[src/rtl/ipfc_pkg.sv]
// Shared types, constants and helper tables of the posture classifier.
// No dependencies.
`timescale 1ns / 1ps
package ipfc_pkg;

    localparam int CORDIC_STEPS_DEF = 16;
    localparam int ANGLE_TABLE_LEN  = 24;
    localparam int QUARTER_TURN     = 11520;

    // accumulator widths
    localparam int CW = 44;   // CORDIC x/y, signed
    localparam int ZW = 24;   // angle, 1/65536 degree, signed

    localparam logic [2:0] POST_STILL    = 3'd0;
    localparam logic [2:0] POST_STANDING = 3'd1;
    localparam logic [2:0] POST_LYING    = 3'd2;
    localparam logic [2:0] POST_WALKING  = 3'd3;
    localparam logic [2:0] POST_FALL     = 3'd4;
    localparam logic [2:0] POST_UNDET    = 3'd5;

    localparam logic [2:0] REG_FALL_ACCEL = 3'd0;
    localparam logic [2:0] REG_FALL_ROT   = 3'd1;
    localparam logic [2:0] REG_LYING      = 3'd2;
    localparam logic [2:0] REG_WALKING    = 3'd3;
    localparam logic [2:0] REG_STILL      = 3'd4;
    localparam logic [2:0] REG_STANDING   = 3'd5;

    function automatic logic [ZW-1:0] atan_entry(input int i);
        logic [ZW-1:0] v;
        case (i)
            0: v = 24'd2949120;  1: v = 24'd1740967;  2: v = 24'd919879;
            3: v = 24'd466945;   4: v = 24'd234379;   5: v = 24'd117304;
            6: v = 24'd58666;    7: v = 24'd29335;    8: v = 24'd14668;
            9: v = 24'd7334;     10: v = 24'd3667;    11: v = 24'd1833;
            12: v = 24'd917;     13: v = 24'd458;     14: v = 24'd229;
            15: v = 24'd115;     16: v = 24'd57;      17: v = 24'd29;
            18: v = 24'd14;      19: v = 24'd7;       20: v = 24'd4;
            21: v = 24'd2;       22: v = 24'd1;       default: v = 24'd0;
        endcase
        return v;
    endfunction

    // one CORDIC lane moving down the row
    typedef struct packed {
        logic signed [CW-1:0] x;
        logic signed [CW-1:0] y;
        logic signed [ZW-1:0] z;
        logic                 neg;   // numerator sign
        logic                 zero;  // numerator zero
        logic                 vert;  // denominator zero
    } cordic_lane_t;

    // one square-root lane moving down the row
    typedef struct packed {
        logic [49:0] rem;
        logic [25:0] root;
    } sqrt_lane_t;

    // side data carried beside the arithmetic
    typedef struct packed {
        logic [16:0] rot;
    } side_t;

endpackage

[src/rtl/ipfc_cordic_cell.sv]
// One vectoring CORDIC micro-rotation cell with a fixed shift.
// Depends on ipfc_pkg.
`timescale 1ns / 1ps
module ipfc_cordic_cell
    import ipfc_pkg::*;
#(
    parameter int SHIFT = 0
)
(
    input  logic         clk,
    input  logic         en,
    input  cordic_lane_t lane_in,
    output cordic_lane_t lane_out
);
    cordic_lane_t lane_reg;
    cordic_lane_t lane_next;
    logic signed [CW-1:0] xs;
    logic signed [CW-1:0] ys;
    logic [ZW-1:0] step;

    always_comb
    begin
        xs = lane_in.x >>> SHIFT;
        ys = lane_in.y >>> SHIFT;
        step = atan_entry(SHIFT);
        lane_next = lane_in;
        if (!lane_in.y[CW-1])
        begin
            lane_next.x = lane_in.x + ys;
            lane_next.y = lane_in.y - xs;
            lane_next.z = lane_in.z + $signed(step);
        end
        else
        begin
            lane_next.x = lane_in.x - ys;
            lane_next.y = lane_in.y + xs;
            lane_next.z = lane_in.z - $signed(step);
        end
    end

    always_ff @(posedge clk)
    begin
        if (en)
            lane_reg <= lane_next;
    end

    assign lane_out = lane_reg;
endmodule

[config.mk]
export PLATFORM = sky130hd
export DESIGN_NAME = ipfc_cordic_cell
export DESIGN_NICKNAME = d
export VERILOG_FILES = /design/src/rtl/ipfc_pkg.sv /design/src/rtl/ipfc_cordic_cell.sv
export SDC_FILE = /design/constraint.sdc
export NUM_CORES = 1
export LEC_CHECK = 0
export ABC_AREA = 1
export BUFFER_PORTS_ARGS = -buffer_cell sky130_fd_sc_hd__buf_4
export CORE_MARGIN = 4
export CORE_UTILIZATION = 30
export DETAILED_ROUTE_END_ITERATION = 8
export HOLD_SLACK_MARGIN = 0.08
export MAX_ROUTING_LAYER = met4
export RECOVER_POWER = 50
export SYNTH_ARGS = -nofsm -noshare
export SYNTH_HDL_FRONTEND = slang
export SYNTH_SLANG_ARGS = --single-unit
export TNS_END_PERCENT = 30
[constraint.sdc]
create_clock -name clk -period 6.4 [get_ports clk]
set_input_delay 1.28 -clock clk [delete_from_list [all_inputs] [get_ports clk]]
set_output_delay 1.28 -clock clk [all_outputs]
set_load 0.01 [all_outputs]
==> results of run 1 <==
==> layer usage <==
layer / part of all wire (%) / vias up
li1: - / 8013
met1: 43 / 7375
met2: 47 / 622
met3: 6.8 / 92
met4: 3.1 / 0
met5: 0 / -
==> synth_stat cells (25+ instances only) <==
library cell | instances | share of area (%)
o21ai_0 | 68 | 2.2
inv_1 | 430 | 11
a21oi_1 | 122 | 4.0
ha_1 | 151 | 12
o21bai_1 | 31 | 1.5
nor2_1 | 198 | 4.9
nor2_2 | 40 | 1.6
edfxtp_1 | 114 | 22
nand2_1 | 811 | 20
nand3_1 | 206 | 6.7
nand2_2 | 25 | 1.0
xor2_1 | 29 | 1.7
==> per-stage QoR <==
stage               power (W)  utilization (%)  setup WS, ns  area [um2]  std cells
floorplan            0.001882                -         3.178       15290       2444
detailed placement   0.002446            34.70         2.302       17450       3291
global placement     0.002452            34.70         2.276       17450       3291
global route         0.003621            35.56         1.790       17880       3322
CTS                  0.003461            35.86         2.824       18030       3322
finish               0.003405            35.56         2.191       17880       3322
==> cell usage in the layout (no fill, tap or decap), types with 4 or more instances in the layout <==
| master | n |
|---|---|
| inv_1 | 430 |
| ha_1 | 151 |
| nand3_2 | 6 |
| o21ai_2 | 5 |
| nor2_1 | 198 |
| nand2_4 | 6 |
| o22ai_1 | 12 |
| clkbuf_16 | 17 |
| edfxtp_1 | 114 |
| xor2_1 | 29 |
| buf_4 | 176 |
| nand3_1 | 206 |
| nor3_2 | 4 |
| clkbuf_1 | 40 |
| nor3_1 | 8 |
| o21bai_1 | 31 |
| fa_1 | 4 |
| xnor2_1 | 4 |
| o21ai_0 | 68 |
| nand4_1 | 23 |
| a21oi_2 | 8 |
| o21ai_1 | 15 |
| clkinvlp_4 | 5 |
| inv_2 | 17 |
| nor2_4 | 15 |
| nand2_2 | 25 |
| clkbuf_4 | 19 |
| a21oi_1 | 122 |
| nand2_1 | 811 |
| nor2_2 | 40 |
| inv_6 | 4 |
| and2_1 | 5 |
==> layout make-up <==
type | instances | area [um2] | share of cell area (%)
clock inverter | 14 | 155.1 | 0.8679
inverter | 450 | 1689 | 9.449
tap | 672 | 840.8 | 4.703
clock buffer | 17 | 425.4 | 2.380
timing repair buffer | 235 | 1614 | 9.029
multi-input combinational | 1820 | 9729 | 54.42
sequential | 114 | 3423 | 19.15
==> worst paths after layout <==
path / endpoint / slack (ns) / cells past startpoint
worst max-delay path: lane_out[52]$_DFFE_PP_ / 2.19 / 2
worst min-delay path: lane_out[10]$_DFFE_PP_ / 1.01 / 1
==> power by group through the flow <==
stage	sequential, W	clock, W	combinational (W)
2_1_floorplan	0.00105	0	0.000834
3_3_place_gp	0.00101	0	0.00144
3_5_place_dp	0.00101	0	0.00144
4_1_cts	0.000997	0.00102	0.00144
5_1_grt	0.00100	0.00104	0.00157
6_report	0.000993	0.000976	0.00144
==> logic make-up after synthesis <==
family,Yosys count,synth area share [%]
AOI/OAI and AO/OA,274,10.24
xor gates and xnor gates,33,1.891
adders and majority gates,155,12.88
buffers and inverters,510,13.96
DFF,114,22.40
muxes,1,0.06549
and+or+nand+nor,1357,38.57
==> flow_summary.toml, run 1 <==
[layout]
area_delta_synth_final_pct = 16.95
nFillCells = 5651
largest_reg_flops = 114
drive_above_1_share_pct = 13.62
n_antenna_cell = 0
nets = 2910

[grt]
grt.total_usage_pct = 22.34
grt_max_degree = 78
antenna_found_initial = 0
grtUsageMet1_pct = 27.96
grt_overflow = 0
met2_usage_pct = 37.12
busiest_layer = "met2"
grt_pass1_vias = 15420
grt_util_met3_pct = 3.098
grt_pass1_wl_mm = 89.34

[synth]
synth_area_per_cell_um2 = 6.254
synth_cell_types = 46
async_reset_ff_share_pct = 0
ys_warn_count = 0
syn_nets = 2716
syn_inst = 2444
ys_ff_latch = 114
seq_area_frac_synth_pct = 22.40
synth_edf_count = 114
synth_ff_type = "edfxtp_1"
synthesis.area_um2 = 15290

[detailed_routing]
vias_per_cell = 4.847
drt-total-wl_mm = 60.05
drt_iter0_markers = 1325
vias = 16100
drc = 0
wire_per_inst_um = 18.08
ant_nets = 0
first_pass_iters = 6

[worst_hold_path]
min_from = "lane_in[10]"
hold_path.class = "input pin to register"

[power]
power_frac_seq_pct = 29.2
irDropWorstVdd_v = 0.0001439
power_leakage_nw = 9.408
combPwrFrac_pct = 42.2
p_int_w = 0.001999
switching_share_pct = 41.30
p_sw_w = 0.001406
power_frac_clock_pct = 28.7
cellPowerDensity_nw_per_um2 = 190.5

[placed_design]
place_congestion = 1.056
hpwl_mm = 50.87
portBuffers = 231

[critical_path]
crit_path_max_incr_delay_ns = 2.14
crit_family = "buffers and inverters"
crit_start = "en"
cp_common_cell = "clkbuf_1"
worstPathArrival_ns = 4.23
crit_chain = "clkbuf_1, clkbuf_1"
cp-end-kind = "register"
slowest_stage = "clkbuf_1"
startpoint_type = "input pin"
path_max_fanout = 56
required_ns = 6.42
criticalPathCategory = "input pin to register"
path_buf_inv = 2

[floorplan]
initial_core_util_pct = 30.41
dieHeight_um = 233.7
die_w_um = 233.7
core_um2 = 50270
ios = 232
rows = 82
dieArea_um2 = 54630

[sta]
setup_viol = 0
hold_violations = 0
min_period_ns = 4.209
relSlewSlack_pct = -97.01
final.period_utilization_pct = 65.77
rsz0062_at_grt = "no"
whs_ns = 1.011
tns_ns = 0
finalMaxSlewViolations = 103
worstMarginPinSlew_ns = 2.955
fmax_mhz = 237.6

[clock_tree]
post-cts-setup-buffers = 0
cts_buffer_depth = 2
path_clk_slew_ns = 0.06
hold_buffers = 0
cts_max_level = 4
cts_tree = "built"
cts_sinks = 114
cts_resized = 0
numCtsBuffers = 17
ctsRootBufferMaster = "clkbuf_16"

[status]
status = "complete, but fails checks"
violations = "capacitance limit, slew limit"

[run]
maxCapViolCount = 2
No activity file was read; power rests on OpenSTA's default activity.
==> run 2, diff against run 1 <==
==> constraint.sdc (replaced) <==
create_clock -name clk -period 4.4 [get_ports clk]
set_input_delay 0.88 -clock clk [delete_from_list [all_inputs] [get_ports clk]]
set_output_delay 0.88 -clock clk [all_outputs]
set_load 0.01 [all_outputs]
==> run 2 against run 1 <==
Against the previous run:
- the run still ends with capacitance limit, slew limit left
- clock-buffer cell count stayed put
- global-route usage is 0.33 points lower
- critical path depth is 6 higher
- non-clock buffer count is 1 lower
- critical endpoint is now lane_out[25]$_DFFE_PP_
- cell area hardly changed
- clock power is 44% higher
- combinational power is 44% higher
- final cell count hardly changed
- worst setup slack worse by 1.2 ns
- sequential power is 45% higher
- sequential cell count stayed put
==> flow_summary.toml, run 2 (synthesis gave the netlist of run 1 again) <==
[detailed_routing]
top_layer_used = "met4"
drt-total-wl_mm = 59.49
drt_iter0_markers = 1328
first_pass_iters = 6
wl_met1_mm = 25.46
ant_nets = 0
vias = 16060
wire_per_inst_um = 17.90
vias_per_cell = 4.834
dr_wl_met3_mm = 4.195
wl_met2_mm = 27.20
drc = 0

[floorplan]
die_w_um = 233.7
dieHeight_um = 233.7
ios = 232
initial_core_util_pct = 30.41
dieArea_um2 = 54630
rows = 82
core_um2 = 50270

[power]
irDropWorstVdd_v = 0.0002913
combPwrFrac_pct = 42.2
switching_share_pct = 41.98
cellPowerDensity_nw_per_um2 = 275.9
p_sw_w = 0.002072
power_frac_clock_pct = 28.6
power_leakage_nw = 9.432
power_frac_seq_pct = 29.2
power_w = 0.004935
p_int_w = 0.002863

[clock_tree]
cts_resized = 0
cts_max_level = 4
cts_tree = "built"
hold_buffers = 0
cts_sinks = 114
path_clk_slew_ns = 0.06
numCtsBuffers = 17
ctsRootBufferMaster = "clkbuf_16"
post-cts-setup-buffers = 0
cts_buffer_depth = 2

[grt]
grt_pass1_vias = 15310
grt.total_usage_pct = 22.01
grt_pass1_wl_mm = 87.26
grt_max_degree = 75
antenna_found_initial = 1
grt_overflow = 0

[run]
maxCapViolCount = 1

[layout]
nets = 2909
final_cell_mix = "nand2_1 (811), inv_1 (431), nand3_1 (206), nor2_1 (198), buf_4 (177)"
area_delta_synth_final_pct = 17.03
final_cells = 3323
largest_reg_flops = 114
drive_above_1_share_pct = 13.74
final_common_cell = "nand2_1"

[status]
violations = "capacitance limit, slew limit"
status = "complete, but fails checks"

[critical_path]
crit_start = "lane_in[70]"
worstPathArrival_ns = 3.62
criticalPathCategory = "input pin to register"
path_max_fanout = 20
endpoint = "lane_out[25]$_DFFE_PP_"
required_ns = 4.64
cp-end-kind = "register"
startpoint_type = "input pin"

[sta]
min_period_ns = 3.385
relSlewSlack_pct = -82.57
worstMarginPinSlew_ns = 2.739
tns_ns = 0
rsz0062_at_grt = "no"
fin_ws_ns = 1.015
finalMaxSlewViolations = 43
fmax_mhz = 295.4
final.period_utilization_pct = 76.92
hold_violations = 0
setup_viol = 0

[worst_hold_path]
hold_path.class = "input pin to register"

[placed_design]
dp.cells = 3290
post-place-ws_ns = 0.7983
hpwl_mm = 50.19
place_congestion = 1.038
portBuffers = 231
[run 2: worst min-delay path by stage]
stage                      startpoint                      to  slack [ns]  depth (start not counted)
after detailed placement   lane_in[9]   lane_out[9]$_DFFE_PP_        1.06                          1
after global routing       lane_in[3]   lane_out[3]$_DFFE_PP_        0.56                          1
after global placement    lane_in[12]  lane_out[12]$_DFFE_PP_        1.06                          1
after CTS                  lane_in[3]   lane_out[3]$_DFFE_PP_        0.52                          1
final                      lane_in[3]   lane_out[3]$_DFFE_PP_        0.59                          1
after floorplan            lane_in[0]   lane_out[0]$_DFFE_PP_        0.98                          0
[run 2: layout make-up]
class / instances / area, um2
sequential: 114 / 3423
clock inverter: 15 / 145.1
antenna: 1 / 2.502
timing repair buffer: 234 / 1634
clock buffer: 17 / 425.4
tap: 672 / 840.8
fill: 5690 / 32380
inverter: 450 / 1689
multi-input combinational: 1820 / 9729
[run 2: worst max-delay path: stages]
cell      delay, ns
clkbuf_1       0.77
inv_1          0.68
fa_1           0.61
o21ai_0        0.31
a21oi_1        0.11
nor2_1         0.10
nor2_1         0.05
xnor2_1        0.11
[run 2: per-layer routing]
metal  up-vias  global-route usage (%)
met5         -                       -
met4         0                   10.40
met3       121                   3.854
met2       610                   35.34
met1      7325                   26.86
li1       8006                       -
[run 2: power groups by stage]
stage                     sequential (W)  clock (W)  combinational [W]
after floorplan                  0.00152          0            0.00121
after global placement           0.00147          0            0.00208
after detailed placement         0.00147          0            0.00208
after CTS                        0.00145    0.00148            0.00209
after global routing             0.00146    0.00151            0.00229
final                            0.00144    0.00141            0.00208
[run 2: metrics by stage]
| stage | util, % | cell area [um2] | hold slack [ns] |
|---|---|---|---|
| floorplan | - | 15290 | 0.9789 |
| global placement | 34.71 | 17450 | 1.058 |
| detailed placement | 34.71 | 17450 | 1.059 |
| CTS | 35.85 | 18020 | 0.5241 |
| global route | 35.58 | 17890 | 0.5587 |
| finish | 35.58 | 17890 | 0.5930 |
