--- config.mk ---
export PLATFORM = sky130hd
export DESIGN_NAME = ipfc_sqrt_cell
export DESIGN_NICKNAME = d
export VERILOG_FILES = /design/src/rtl/ipfc_pkg.sv /design/src/rtl/ipfc_sqrt_cell.sv
export SDC_FILE = /design/constraint.sdc
export NUM_CORES = 1
export LEC_CHECK = 0
export BUFFER_PORTS_ARGS = -buffer_cell sky130_fd_sc_hd__buf_2
export CAP_MARGIN = 20
export CELL_PAD_IN_SITES_DETAIL_PLACEMENT = 0
export CELL_PAD_IN_SITES_GLOBAL_PLACEMENT = 1
export CORE_ASPECT_RATIO = 1.4
export CORE_UTILIZATION = 39
export CTS_BUF_LIST = sky130_fd_sc_hd__clkbuf_16
export DETAILED_ROUTE_END_ITERATION = 8
export PLACE_DENSITY_LB_ADDON = 0.12
export REMOVE_ABC_BUFFERS = 1
export SETUP_SLACK_MARGIN = 0.2
export SLEW_MARGIN = 20
export SYNTH_ARGS = -nofsm -noshare
export SYNTH_HDL_FRONTEND = slang
export SYNTH_SLANG_ARGS = --single-unit
--- constraint.sdc ---
create_clock -name clk -period 4.3 [get_ports clk]
set_clock_uncertainty 0.05 [all_clocks]
set_input_delay 0.645 -clock clk [delete_from_list [all_inputs] [get_ports clk]]
set_output_delay 0.645 -clock clk [all_outputs]
set_load 0.005 [all_outputs]
--- src/rtl/ipfc_pkg.sv ---
// Shared types, constants and helper tables of the posture classifier.
// No dependencies.
`timescale 1ns / 1ps
package ipfc_pkg;

    localparam int CORDIC_STEPS_DEF = 16;
    localparam int ANGLE_TABLE_LEN  = 24;
    localparam int QUARTER_TURN     = 11520;

    // accumulator widths
    localparam int CW = 44;   // CORDIC x/y, signed
    localparam int ZW = 24;   // angle, 1/65536 degree, signed

    localparam logic [2:0] POST_STILL    = 3'd0;
    localparam logic [2:0] POST_STANDING = 3'd1;
    localparam logic [2:0] POST_LYING    = 3'd2;
    localparam logic [2:0] POST_WALKING  = 3'd3;
    localparam logic [2:0] POST_FALL     = 3'd4;
    localparam logic [2:0] POST_UNDET    = 3'd5;

    localparam logic [2:0] REG_FALL_ACCEL = 3'd0;
    localparam logic [2:0] REG_FALL_ROT   = 3'd1;
    localparam logic [2:0] REG_LYING      = 3'd2;
    localparam logic [2:0] REG_WALKING    = 3'd3;
    localparam logic [2:0] REG_STILL      = 3'd4;
    localparam logic [2:0] REG_STANDING   = 3'd5;

    function automatic logic [ZW-1:0] atan_entry(input int i);
        logic [ZW-1:0] v;
        case (i)
            0: v = 24'd2949120;  1: v = 24'd1740967;  2: v = 24'd919879;
            3: v = 24'd466945;   4: v = 24'd234379;   5: v = 24'd117304;
            6: v = 24'd58666;    7: v = 24'd29335;    8: v = 24'd14668;
            9: v = 24'd7334;     10: v = 24'd3667;    11: v = 24'd1833;
            12: v = 24'd917;     13: v = 24'd458;     14: v = 24'd229;
            15: v = 24'd115;     16: v = 24'd57;      17: v = 24'd29;
            18: v = 24'd14;      19: v = 24'd7;       20: v = 24'd4;
            21: v = 24'd2;       22: v = 24'd1;       default: v = 24'd0;
        endcase
        return v;
    endfunction

    // one CORDIC lane moving down the row
    typedef struct packed {
        logic signed [CW-1:0] x;
        logic signed [CW-1:0] y;
        logic signed [ZW-1:0] z;
        logic                 neg;   // numerator sign
        logic                 zero;  // numerator zero
        logic                 vert;  // denominator zero
    } cordic_lane_t;

    // one square-root lane moving down the row
    typedef struct packed {
        logic [49:0] rem;
        logic [25:0] root;
    } sqrt_lane_t;

    // side data carried beside the arithmetic
    typedef struct packed {
        logic [16:0] rot;
    } side_t;

endpackage

--- src/rtl/ipfc_sqrt_cell.sv ---
// One restoring square-root cell: takes two radicand bits, gives one root bit.
// Depends on ipfc_pkg.
`timescale 1ns / 1ps
module ipfc_sqrt_cell
    import ipfc_pkg::*;
(
    input  logic       clk,
    input  logic       en,
    input  logic [1:0] pair,
    input  sqrt_lane_t lane_in,
    output sqrt_lane_t lane_out
);
    sqrt_lane_t lane_reg;
    sqrt_lane_t lane_next;
    logic [49:0] trial;
    logic [49:0] shifted;

    always_comb
    begin
        shifted = {lane_in.rem[47:0], pair};
        trial   = {22'd0, lane_in.root, 2'b01};
        if (shifted >= trial)
        begin
            lane_next.rem  = shifted - trial;
            lane_next.root = {lane_in.root[24:0], 1'b1};
        end
        else
        begin
            lane_next.rem  = shifted;
            lane_next.root = {lane_in.root[24:0], 1'b0};
        end
    end

    always_ff @(posedge clk)
    begin
        if (en)
            lane_reg <= lane_next;
    end

    assign lane_out = lane_reg;
endmodule

==> impl_metrics.env, run 1 <==
export IMPL_cp_end_kind="flop"
export IMPL_place_ws_ns=0.3298
export IMPL_die_w_um=95.65
export IMPL_max_cap_viol_count=0
export IMPL_ctsLongestPathBuffers=2
export IMPL_setup_slack_ns=0.7110
export IMPL_synth_common_cells="edfxtp_1, nand2_1, o21ai_0"
export IMPL_drt_iter0_drc=114
export IMPL_cp_top_family="simple AND/OR/NAND/NOR gates"
export IMPL_period_minus_slack_ns=3.589
export IMPL_cp_slowest_cell="or4_1"
export IMPL_largest_reg_flops=76
export IMPL_cp_required_ns=4.35
export IMPL_async_flop_share=0
export IMPL_postCtsSetupBuffers=0
export IMPL_synth_main_ff_cell="edfxtp_1"
export IMPL_cts_sinks=76
export IMPL_finalNonFillerCells=779
export IMPL_drcViolationCount=0
export IMPL_period_share=0.8347
export IMPL_power_density_mw_per_mm2=365.5
export IMPL_htreeDepth=3
export IMPL_slowest_delay_ns=0.57
export IMPL_netlist_area_leader_share=0.4766
export IMPL_clk_pin_slew_worst_paths_ns=0.06
export IMPL_p_clk_frac=0.368
export IMPL_hpwlAfterDp_mm=9.139
export IMPL_ios=156
export IMPL_post_cts_resized=0
export IMPL_synth_xor_area_frac=0.08780
export IMPL_grt_total_usage=0.1891
export IMPL_finalHoldViolCount=0
export IMPL_power_frac_comb=0.208
export IMPL_gp_congestion=0.8223
export IMPL_diodes=0
export IMPL_ys_ff_latch=76
export IMPL_synthCells=473
export IMPL_start_util=0.4031
export IMPL_path_buf_inv=3
export IMPL_vdd_drop_max_uv=183.7
export IMPL_dr_pass1_iters=4
export IMPL_p_int_mw=1.630
export IMPL_antenna_found_initial=0
export IMPL_routedWlPerCell_um=15.04
export IMPL_ys_types=52
export IMPL_hold_worst_slack_ns=0.4382
export IMPL_hold_class="primary input to flop"
export IMPL_synth_edf_count=76
export IMPL_syn_area_per_cell_sq_um=10.12
export IMPL_p_sw_mw=0.5809
export IMPL_rsz0062_at_grt="no"
export IMPL_yosysSeqAreaShare=0.4766
export IMPL_final_max_slew_violation_count=0
export IMPL_arrival_ns=3.64
export IMPL_synth_most_common_cell="edfxtp_1"
export IMPL_cts_tree="done"
export IMPL_ctsHoldBuffers=0
export IMPL_status="finished clean"
export IMPL_die_height_um=133.1
export IMPL_synth_warnings=0
export IMPL_crit_chain="buf_2, or4_1, or3_1, or3_1, or4_1, nor3_4, buf_12, nor3_1, buf_4, nand3b_1, xnor2_1"
export IMPL_slew_headroom=0.3415
export IMPL_grt_max_degree=77
export IMPL_synth_area_mux_share=0.004442
export IMPL_core_sq_mm=0.01188
export IMPL_vias_per_cell=5.103
export IMPL_setup_viol=0
export IMPL_synthSimpleGateAreaFrac=0.1563
export IMPL_p_seq_frac=0.424
export IMPL_layout_drive_gt1_share=0.2943
export IMPL_synth_fa_ha_area_frac=0.07316
export IMPL_root_buffer="clkbuf_16"
export IMPL_rows=47
export IMPL_synth_area_leader_cell="edfxtp_1"
export IMPL_cp_start_kind="primary input"
export IMPL_fmax_mhz=278.6
export IMPL_fin_nets=735
export IMPL_io_buffer_count=153
export IMPL_grt_pass1_vias=3915
export IMPL_switching_share=0.2627
export IMPL_worstMarginPinSlew_ns=0.9787
export IMPL_syn2layout_area_growth_pct=26.34
export IMPL_crit_type="primary input to flop"
export IMPL_synth_area_top_cells="edfxtp_1, ha_1, xnor2_1"
export IMPL_grt_pass1_wl_mm=18.60
export IMPL_fp_dieArea_sq_mm=0.01273
export IMPL_synth_top_family_by_area="compound AO/OA/AOI/OAI gates"
export IMPL_cp_max_fo=29
export IMPL_nFillCells=1140
export IMPL_dpl_cell_count=763
export IMPL_via_count=3975
export IMPL_antenna_left=0
export IMPL_syn_area_sq_mm=0.004788
export IMPL_finalWirelength_mm=11.72
export IMPL_cts_made_buffers=9
export IMPL_synth_compound_area_frac=0.1578
export IMPL_leakage_nw=2.529
export IMPL_globalRouteOverflowTotal=0
layout make-up:
cell class,count,area [sq um],share of cell area
clock inverters,7,90.09,0.01489
inverters,35,131.4,0.02172
clock buffers,9,225.2,0.03723
repair buffers,161,840.8,0.1390
multi-input cells,344,2296,0.3795
well taps,147,183.9,0.03040
flip-flops and latches,76,2282,0.3772
stage by stage:
stage                     TNS (ns)  power, mW  utilization  instance area (sq um)
after floorplan             -1.324      1.206            -                   4710
final                            0      2.211       0.5093                   6050
after detailed placement         0      1.416       0.4827                   5734
after CTS                        0      2.234       0.5093                   6050
after global routing             0      2.321       0.5093                   6050
after global placement           0      1.410       0.4827                   5734
final timing paths:
path | slack (ns) | depth (start not counted) | start | end
max | 0.71 | 11 | lane_in[64] | lane_out[71]
min | 0.44 | 1 | lane_in[19] | lane_out[20]
per-layer routing:
metal | track usage | vias up | routed length (um)
met3 | 0.03311 | 9 | 525
li1 | - | 2051 | -
met5 | 0 | - | 0
met4 | 0.06468 | 0 | 164
met2 | 0.3270 | 97 | 5954
met1 | 0.2337 | 1818 | 5074
power groups by stage:
stage | Clock (mW) | Combinational [mW] | Sequential, mW
finish | 0.814 | 0.460 | 0.938
global route | 0.859 | 0.515 | 0.946
CTS | 0.830 | 0.464 | 0.939
detailed placement | 0 | 0.462 | 0.954
global placement | 0 | 0.458 | 0.953
floorplan | 0 | 0.238 | 0.968
cells in the final DEF, fill, tap and decap left out, types with 6 or more instances in the layout:
cell type	n
a21o_1	13
a21oi_1	30
buf_2	152
buf_4	8
clkbuf_16	9
edfxtp_1	76
ha_1	28
inv_1	34
nand2_1	52
nand2b_1	6
nand3_1	6
nand4_1	8
nor2_1	18
nor3_1	8
nor4_1	7
o21ai_0	43
or3_1	7
or4_1	8
xnor2_1	30
xor2_1	18
kinds of logic (layout without fill, tap and decap cells):
group                    Yosys count  after routing
multiplexers                       2              2
buffers and inverters             53            212
AND/OR/NAND/NOR                  143            143
adder cells (fa/ha/maj)           28             28
XOR/XNOR                          48             48
AO/OA/AOI/OAI                    123            123
flip-flops                        76             76
No activity file was read; power rests on OpenSTA's default activity.
==> run 2, diff against run 1 <==
==> constraint.sdc (replaced) <==
create_clock -name clk -period 3.4 [get_ports clk]
set_clock_uncertainty 0.05 [all_clocks]
set_input_delay 0.51 -clock clk [delete_from_list [all_inputs] [get_ports clk]]
set_output_delay 0.51 -clock clk [all_outputs]
set_load 0.005 [all_outputs]
==> run 2 against run 1 <==
  * Clock-buffer cell count unchanged
  * Sequential power increased by 27%
  * Cell area is 10% higher
  * Critical path type unchanged
==> impl_metrics.env, run 2 (synthesized netlist as in run 1, its figures left out) <==
export IMPL_status="finished clean"
export IMPL_drt_iter0_drc=152
export IMPL_fp_dieArea_sq_mm=0.01273
export IMPL_cp_start_kind="primary input"
export IMPL_dr_pass1_iters=4
export IMPL_syn2layout_area_growth_pct=39.48
export IMPL_grt_total_usage=0.2040
export IMPL_crit_chain="buf_6, or4_4, or3_4, or3_4, or4_4, nor3_4, buf_6, buf_12, inv_2, mux2_1"
export IMPL_cts_tree="done"
export IMPL_clk_pin_slew_worst_paths_ns=0.06
export IMPL_place_area_sq_mm=0.006185
export IMPL_cts_made_buffers=9
export IMPL_period_share=0.9504
export IMPL_setup_viol=0
export IMPL_hpwlAfterDp_mm=9.990
export IMPL_vias_per_cell=5.089
export IMPL_crit_type="primary input to flop"
export IMPL_root_buffer="clkbuf_16"
export IMPL_cp_slowest_cell="or4_4"
export IMPL_period_minus_slack_ns=3.231
export IMPL_worstMarginPinSlew_ns=0.9624
export IMPL_die_w_um=95.65
export IMPL_path_buf_inv=4
export IMPL_fin_area_sq_mm=0.006679
export IMPL_arrival_ns=3.26
export IMPL_rsz0062_at_grt="yes"
export IMPL_grt_pass1_vias=4310
export IMPL_cp_required_ns=3.43
export IMPL_globalRouteOverflowTotal=0
export IMPL_leakage_nw=2.896
export IMPL_layout_common_cells="buf_2, edfxtp_1, buf_4, nand2_1, o21ai_0"
export IMPL_start_util=0.4031
export IMPL_dpl_cell_count=823
export IMPL_io_buffer_count=153
export IMPL_die_height_um=133.1
export IMPL_cp_top_family="simple AND/OR/NAND/NOR gates"
export IMPL_finalWirelength_mm=12.80
export IMPL_grt_pass1_wl_mm=20.11
export IMPL_grt_max_degree=77
export IMPL_via_count=4310
export IMPL_power_density_mw_per_mm2=442.7
export IMPL_antenna_left=0
export IMPL_routedWlPerCell_um=15.11
export IMPL_max_cap_viol_count=0
export IMPL_fin_nets=803
export IMPL_cp_end_kind="flop"
export IMPL_finalNonFillerCells=847
export IMPL_p_total_mw=2.957
export IMPL_drcViolationCount=0
export IMPL_rows=47
export IMPL_htreeDepth=3
export IMPL_diodes=0
export IMPL_ctsLongestPathBuffers=2
export IMPL_final_common_cell="buf_2"
export IMPL_fmax_mhz=309.5
export IMPL_cts_sinks=76
export IMPL_vdd_drop_max_uv=305.4
export IMPL_antenna_found_initial=0
export IMPL_final_max_slew_violation_count=0
export IMPL_slew_headroom=0.3584
export IMPL_ios=156
export IMPL_slowest_delay_ns=0.53
export IMPL_hold_worst_slack_ns=0.3138
export IMPL_layout_drive_gt1_share=0.3814
export IMPL_core_sq_mm=0.01188
export IMPL_finalHoldViolCount=0
export IMPL_gp_congestion=0.8512
export IMPL_hold_class="primary input to flop"
export IMPL_cp_max_fo=10
export IMPL_largest_reg_flops=76
-- run 2: cell type report --
type                            count  area [sq um]
Multi-Input combinational cell    344          2366
Sequential cell                    76          2282
Fill cell                        1123          5200
Clock buffer                        9         225.2
Timing Repair Buffer              229          1375
Tap cell                          147         183.9
Clock inverter                      7         115.1
Inverter                           35         131.4
-- run 2: where the power goes --
group | internal (mW) | leakage [nW] | switching, mW | total, mW
Sequential | 1.16 | 0.744 | 0.0241 | 1.19
Combinational | 0.321 | 1.99 | 0.346 | 0.667
Clock | 0.715 | 0.163 | 0.388 | 1.10
-- run 2: what timing repair did --
item                                    CTS  global route
gates resized for setup                   6            13
pin swaps                                 1             6
endpoints found under the setup margin   39            23
cloned                                    0             0
setup buffers                             1             7
hold buffers                              0             0
-- run 2: path summary, 6_finish.rpt --
check	from	endpoint	depth (start not counted)
setup / recovery	lane_in[64]	lane_out[41]	10
hold / removal	lane_in[22]	lane_out[23]	1
-- run 2: stage by stage --
| step | setup TNS [ns] | worst slack (ns) | utilization |
|---|---|---|---|
| after floorplan | -34.04 | -1.055 | - |
| final | 0 | 0.1685 | 0.5623 |
| after CTS | 0 | 0.1484 | 0.5518 |
| after global routing | 0 | 0.1086 | 0.5623 |
| after global placement | -7.174 | -0.3097 | 0.5206 |
| after detailed placement | -9.236 | -0.3620 | 0.5206 |
-- run 2: routing by layer --
| layer | track usage | wire length [um] | vias to the layer above |
|---|---|---|---|
| met5 | 0 | 0 | - |
| met1 | 0.2346 | 5203 | 1985 |
| li1 | - | - | 2178 |
| met4 | 0.07960 | 323 | 0 |
| met2 | 0.3619 | 6612 | 124 |
| met3 | 0.04281 | 660 | 23 |
